### src/design/twsa_pkg.sv
// package for the time window sample averager
// widths, defaults and controller state type; no dependencies
package twsa_pkg;

	localparam int DEPTH_DEF      = 1024;
	localparam logic [31:0] MAX_AGE_RESET = 32'd1000000;

	localparam int TIME_W  = 48;
	localparam int ELAP_W  = 32;
	localparam int SUM_W   = 42;
	localparam int CNT_W   = 10;
	localparam int MEAN_W  = 40;
	localparam int DIVN_W  = SUM_W + 8;

	localparam logic OP_RECORD = 1'b0;
	localparam logic OP_QUERY  = 1'b1;

	typedef enum logic [3:0] {
		ST_IDLE,
		ST_WRITE,
		ST_RD_TAIL,
		ST_WAIT_TAIL,
		ST_CHECK,
		ST_RD_LAST,
		ST_WAIT_LAST,
		ST_DIV,
		ST_OUT
	} state_t;

	typedef struct packed {
		logic load;
		logic write;
		logic rd_tail;
		logic check;
		logic drop;
		logic force_drop;
		logic adv_head;
		logic rd_last;
		logic take_last;
		logic div_start;
		logic out_set;
	} cmd_t;

	typedef struct packed {
		logic is_query;
		logic empty;
		logic full_next;
		logic expired;
		logic div_done;
	} stat_t;

endpackage

### src/design/twsa_ctrl.sv
// controller state machine for the time window sample averager
// uses twsa_pkg; drives twsa_dpath through cmd_t, watches stat_t
module twsa_ctrl import twsa_pkg::*; (
	input  logic  clk,
	input  logic  arst_n,
	input  logic  in_valid,
	output logic  in_stall,
	input  logic  out_busy,
	input  stat_t st,
	output cmd_t  cmd
);

	state_t state_q, state_nx;
	logic   rec_cull_q, rec_cull_nx;

	always_ff @(posedge clk or negedge arst_n) begin
		if (!arst_n) begin
			state_q    <= ST_IDLE;
			rec_cull_q <= 1'b0;
		end else begin
			state_q    <= state_nx;
			rec_cull_q <= rec_cull_nx;
		end
	end

	always_comb begin
		state_nx    = state_q;
		rec_cull_nx = rec_cull_q;
		cmd         = '0;
		in_stall    = 1'b1;
		unique case (state_q)
			ST_IDLE: begin
				in_stall = 1'b0;
				if (in_valid) begin
					cmd.load = 1'b1;
					state_nx = ST_WRITE;
				end
			end
			ST_WRITE: begin
				if (st.is_query) begin
					state_nx    = ST_RD_TAIL;
					rec_cull_nx = 1'b0;
				end else begin
					cmd.write = 1'b1;
					if (st.full_next) begin
						state_nx    = ST_RD_TAIL;
						rec_cull_nx = 1'b1;
					end else begin
						cmd.adv_head = 1'b1;
						state_nx     = ST_RD_LAST;
					end
				end
			end
			ST_RD_TAIL: begin
				// all older samples culled; a record then just advances its head
				if (st.empty) begin
					if (rec_cull_q) begin
						cmd.adv_head = 1'b1;
					end
					state_nx = ST_RD_LAST;
				end else begin
					cmd.rd_tail = 1'b1;
					state_nx    = ST_WAIT_TAIL;
				end
			end
			ST_WAIT_TAIL: begin
				state_nx = ST_CHECK;
			end
			ST_CHECK: begin
				if (st.expired) begin
					cmd.drop = 1'b1;
					state_nx = ST_RD_TAIL;
				end else begin
					if (rec_cull_q) begin
						// still full after the cull: drop the oldest
						if (st.full_next) begin
							cmd.force_drop = 1'b1;
						end
						cmd.adv_head = 1'b1;
					end
					state_nx = ST_RD_LAST;
				end
			end
			ST_RD_LAST: begin
				cmd.rd_last = 1'b1;
				state_nx    = ST_WAIT_LAST;
			end
			ST_WAIT_LAST: begin
				cmd.take_last = 1'b1;
				cmd.div_start = 1'b1;
				state_nx      = ST_DIV;
			end
			ST_DIV: begin
				if (st.div_done) begin
					state_nx = ST_OUT;
				end
			end
			ST_OUT: begin
				if (!out_busy) begin
					cmd.out_set = 1'b1;
					state_nx    = ST_IDLE;
				end
			end
			default: state_nx = ST_IDLE;
		endcase
	end

endmodule

### config.mk
export PLATFORM = sky130hd
export DESIGN_NAME = twsa_ctrl
export DESIGN_NICKNAME = d
export VERILOG_FILES = /design/src/design/twsa_pkg.sv /design/src/design/twsa_ctrl.sv
export SDC_FILE = /design/constraint.sdc
export NUM_CORES = 1
export LEC_CHECK = 0
export ABC_AREA = 1
export BUFFER_PORTS_ARGS = -buffer_cell sky130_fd_sc_hd__buf_2
export CELL_PAD_IN_SITES_DETAIL_PLACEMENT = 1
export CELL_PAD_IN_SITES_GLOBAL_PLACEMENT = 1
export CORE_MARGIN = 1
export CORE_UTILIZATION = 26
export CTS_CLUSTER_SIZE = 10
export DETAILED_ROUTE_END_ITERATION = 10
export GPL_TIMING_DRIVEN = 0
export PLACE_DENSITY = 0.74
export SLEW_MARGIN = 10
export SYNTH_ARGS = -nofsm -noshare
export SYNTH_HDL_FRONTEND = slang
export SYNTH_SLANG_ARGS = --single-unit
### constraint.sdc
create_clock -name clk -period 1.2 [get_ports clk]
set_input_delay 0.24 -clock clk [delete_from_list [all_inputs] [get_ports clk]]
set_output_delay 0.24 -clock clk [all_outputs]
set_load 0.1 [all_outputs]
==> out/results.tsv, run 1 <==
metric	value	unit
die_width	43.45	µm
yosys_warnings	0	
status	did not finish	
grt_worst_setup_endpoint	cmd[4]	
synth.avg_cell_area	6.768	µm²
rows	14	
cts.sinks	5	
root_buffer	clkbuf_4	
synth_seq_area_share	0.2801	
endpoint_type	primary output	
cts-buffers-inserted	3	
cts_buffer_depth	2	
synth_cells	66	
dpl.hpwl	979.4	µm
antenna_found_initial	0	
gp_congestion	0.7681	
muxShareOfSynthArea	0	
synthAdderAreaFrac	0	
syn_nets	75	
start_util	0.2865	
io_buffer_count	19	
error	[ERROR DPL-0033] detailed placement checks failed during check placement.	
ios	21	
haltStage	5_1_grt	
dp_slack	-0.6538	ns
synth_xor_area_frac	0	
ys_types	18	
synth-simple-area-share	0.5322	
dieHeight	43.45	µm
synth_top_family_by_area	simple AND/OR/NAND/NOR gates	
yosys_register_bits	5	
htree_levels	1	
syn_area	446.7	µm²
synth_compound_area_frac	0.04202	
grt_max_degree	6	
==> what timing repair did <==
item,4_1_cts
setup buffers,16
hold buffers,1
pin swaps,13
setup endpoints to repair,15
gates cloned,0
resized for setup,61
hold endpoints to repair,5
==> kinds of logic after synthesis <==
| family | count (synthesis) |
|---|---|
| flip-flops | 5 |
| AO/OA/AOI/OAI | 3 |
| buffers and inverters | 14 |
| other | 1 |
| AND/OR/NAND/NOR | 43 |
==> cells in the mapped netlist (all sizes together) <==
| library cell | instances | area [µm²] |
|---|---|---|
| nand2 | 15 | 56.30 |
| nor2 | 15 | 81.32 |
| inv | 11 | 41.29 |
| nand3 | 9 | 72.57 |
| dfrtp | 5 | 125.1 |
| buf | 2 | 15.01 |
| nand3b | 2 | 15.01 |
| nand4 | 2 | 12.51 |
| clkinv | 1 | 5.000 |
| conb | 1 | 3.750 |
| o211ai | 1 | 7.510 |
| o21ai | 1 | 5.000 |
| o22ai | 1 | 6.260 |
==> stage by stage <==
| step | TNS, ns | area (µm²) | std cells |
|---|---|---|---|
| floorplan | -3.707 | 539.3 | 66 |
| global placement | -4.873 | 654.4 | 101 |
| detailed placement | -4.967 | 654.4 | 101 |
| CTS | -4.832 | 1067 | 121 |
==> inputs of run 2 (changes only) <==
Settings changed: CELL_PAD_IN_SITES_DETAIL_PLACEMENT 1 to default, CELL_PAD_IN_SITES_GLOBAL_PLACEMENT 1 to default, CORE_AREA from default to 2 2 63 65, CORE_MARGIN 1 to default, CORE_UTILIZATION 26 to default, CTS_CLUSTER_SIZE 10 to default, DIE_AREA from default to 0 0 65 67, PLACE_DENSITY 0.74 to default, PLACE_DENSITY_LB_ADDON from default to 0.15.
Clock period 1.2 ns to 1.56 ns, I/O delays scaled along.
==> out/results.tsv, run 2 <==
metric	value	unit
status	complete, but fails checks	
endpoint_kind	primary output	
ir_worst_vdd	0.5135	mV
first_pass_iters	2	
grt_pass1_vias	537	
dp_cells	133	
hp-class	in2reg	
vias	602	
synth_ff_type	dfrtp_1	
final.fill_count	369	
drv_slew	0	
ios	21	
timing.fmax	565.3	MHz
final_common_cell	buf_4	
drv_cap	0	
dieHeight	67	µm
async_flop_share	1.000	
core	3606	µm²
dpl.hpwl	1023	µm
nets	127	
path_clk_slew	0.03	ns
cts.sinks	5	
yosys_register_bits	5	
yosysMostFrequentCell	nand2_1	
violations	setup timing	
final.min_clock_period	1.769	ns
synth-edff-count	0	
synth_seq_area_share	0.2801	
pwr-share-clk	0.081	
antenna_found_initial	0	
yosysTopAreaCell	dfrtp_1	
grt_pass1_wl	2270	µm
routed_wl	1538	µm
io_buffer_count	19	
cts_buffer_depth	2	
startpoint_type	register	
crit_arrival	1.46	ns
root_buffer	clkbuf_8	
switchingPower	1.437	mW
die_area	4355	µm²
via_per_inst	3.648	
hold_violations	0	
gr-usage-all-layers	0.06949	
start_util	0.1239	
swShare	0.5001	
rsz0062_at_grt	true	
rr_worst_depth	10	
drc	0	
p_int	1.436	mW
htree_levels	1	
total_leakage_power	0.5564	nW
netlist_top_cells_count	nand2_1 (15), inv_1 (9), nor2_1 (9)	
synth.avg_cell_area	6.768	µm²
syn_nets	75	
finClkSkew	0.0007738	ns
die_width	65	µm
top_register	state_q	
synth_cells	66	
hold_depth	2	
required	1.25	ns
place_area	690.7	µm²
power_density	2360	nW/µm²
drtAntennaViolNets	0	
rows	22	
layout_common_cells	buf_4 (20), nand2_1 (12), buf_12 (12)	
wl_per_cell	9.321	µm
fin_crit_sh	1.134	
ys_types	18	
cts_tree	built	
drtIter0Drc	5	
cts-buffers-inserted	3	
gp_congestion	0.7073	
grt.overflow.total	0	
largest_reg_flops	4	
power.total	2.873	mW
drive_gt1_frac	0.7009	
combPwrFrac	0.818	
largestRegisters	state_q (4), rec_cull_q (1)	
finalSetupViolCount	10	
fin_ws	-0.2089	ns
syn_area	446.7	µm²
yosys_warnings	0	
clk_latency	0.22	ns
synth_area_leaders	dfrtp_1 (28%), nand2_1 (13%), inv_1 (7.6%)	
area_growth	172.5	%
power_frac_seq	0.100	
worst-setup-path-type	reg2out	
synth_top_area_frac	0.2801	
final_area	1217	µm²
grt_max_degree	7	
antenna_cells	0	
finalNonFillerCells	165	
cp_max_fo	6	
[run 2: cell counts after synthesis]
Identical to the previous run, type by type.
[run 2: layout make-up]
class / instances / area [µm²] / share of cell area
tap: 48 / 60.06 / 0.04933
sequential: 5 / 128.9 / 0.1059
buffer: 2 / 27.53 / 0.02261
clock buffer: 4 / 45.04 / 0.03700
multi-input combinational: 47 / 392.9 / 0.3227
inverter: 12 / 60.06 / 0.04933
timing repair buffer: 47 / 503.0 / 0.4132
[run 2: per-layer routing]
layer / up-vias / global-route usage / wire length (µm)
li1: 308 / - / -
met1: 285 / 0.07273 / 566
met2: 9 / 0.1250 / 926
met3: 0 / 0.01858 / 45
met4: 0 / 0.03989 / 0
met5: - / 0 / 0
[run 2: path summary, 6_finish.rpt]
| check | from | end | slack, ns |
|---|---|---|---|
| setup reg to reg | state_q[2] | state_q[2] | 0.13 |
| setup / recovery | state_q[3] | cmd[5] | -0.21 |
| max in group asynchronous | arst_n | state_q[3] | 0.98 |
| hold reg to reg | rec_cull_q | rec_cull_q | 0.55 |
| min in group asynchronous | arst_n | rec_cull_q | 0.44 |
| hold / removal | st[4] | rec_cull_q | 0.36 |
[run 2: through the flow]
step	utilization	setup slack, ns	hold WS [ns]	setup TNS [ns]
finish	0.3376	-0.2089	0.3573	-1.223
global route	0.3376	-0.2801	0.3650	-1.846
CTS	0.2994	-0.2301	0.3492	-1.249
detailed placement	0.1915	-0.3825	0.1359	-1.596
global placement	0.1915	-0.3811	0.1310	-1.583
floorplan	-	-0.1881	0.01641	-0.5571
[run 2: cells by family (layout without fill, tap and decap cells)]
| kind of cell | count (synthesis) | in the layout | synth area share |
|---|---|---|---|
| AND/OR/NAND/NOR | 43 | 43 | 0.5322 |
| buffers and inverters | 14 | 65 | 0.1372 |
| flip-flops | 5 | 5 | 0.2801 |
| AO/OA/AOI/OAI | 3 | 3 | 0.04202 |
| other | 1 | 1 | 0.008395 |
[run 2: critical path, stage by stage, from the launching register on]
cell and delay [ns]:
dfrtp_2 0.43, nor2_4 0.18, nand4_1 0.25, nor2_4 0.19, buf_12 0.18
[run 2: power groups by stage]
stage	Combinational (mW)	Sequential, mW	Clock (mW)
final	2.35	0.289	0.233
after global routing	2.46	0.298	0.254
after CTS	1.98	0.279	0.240
after detailed placement	1.30	0.282	0
after global placement	1.30	0.283	0
after floorplan	1.12	0.270	0
[run 2: timing repair]
item / CTS / global route
buffers inserted: 16 / 12
pin swaps: 7 / 10
hold buffers: 1 / 0
endpoints found under the setup margin: 11 / 11
resized for setup: 57 / 13
hold endpoints to repair: 5 / 0
Note: power is estimated with default switching activity, not from simulation.
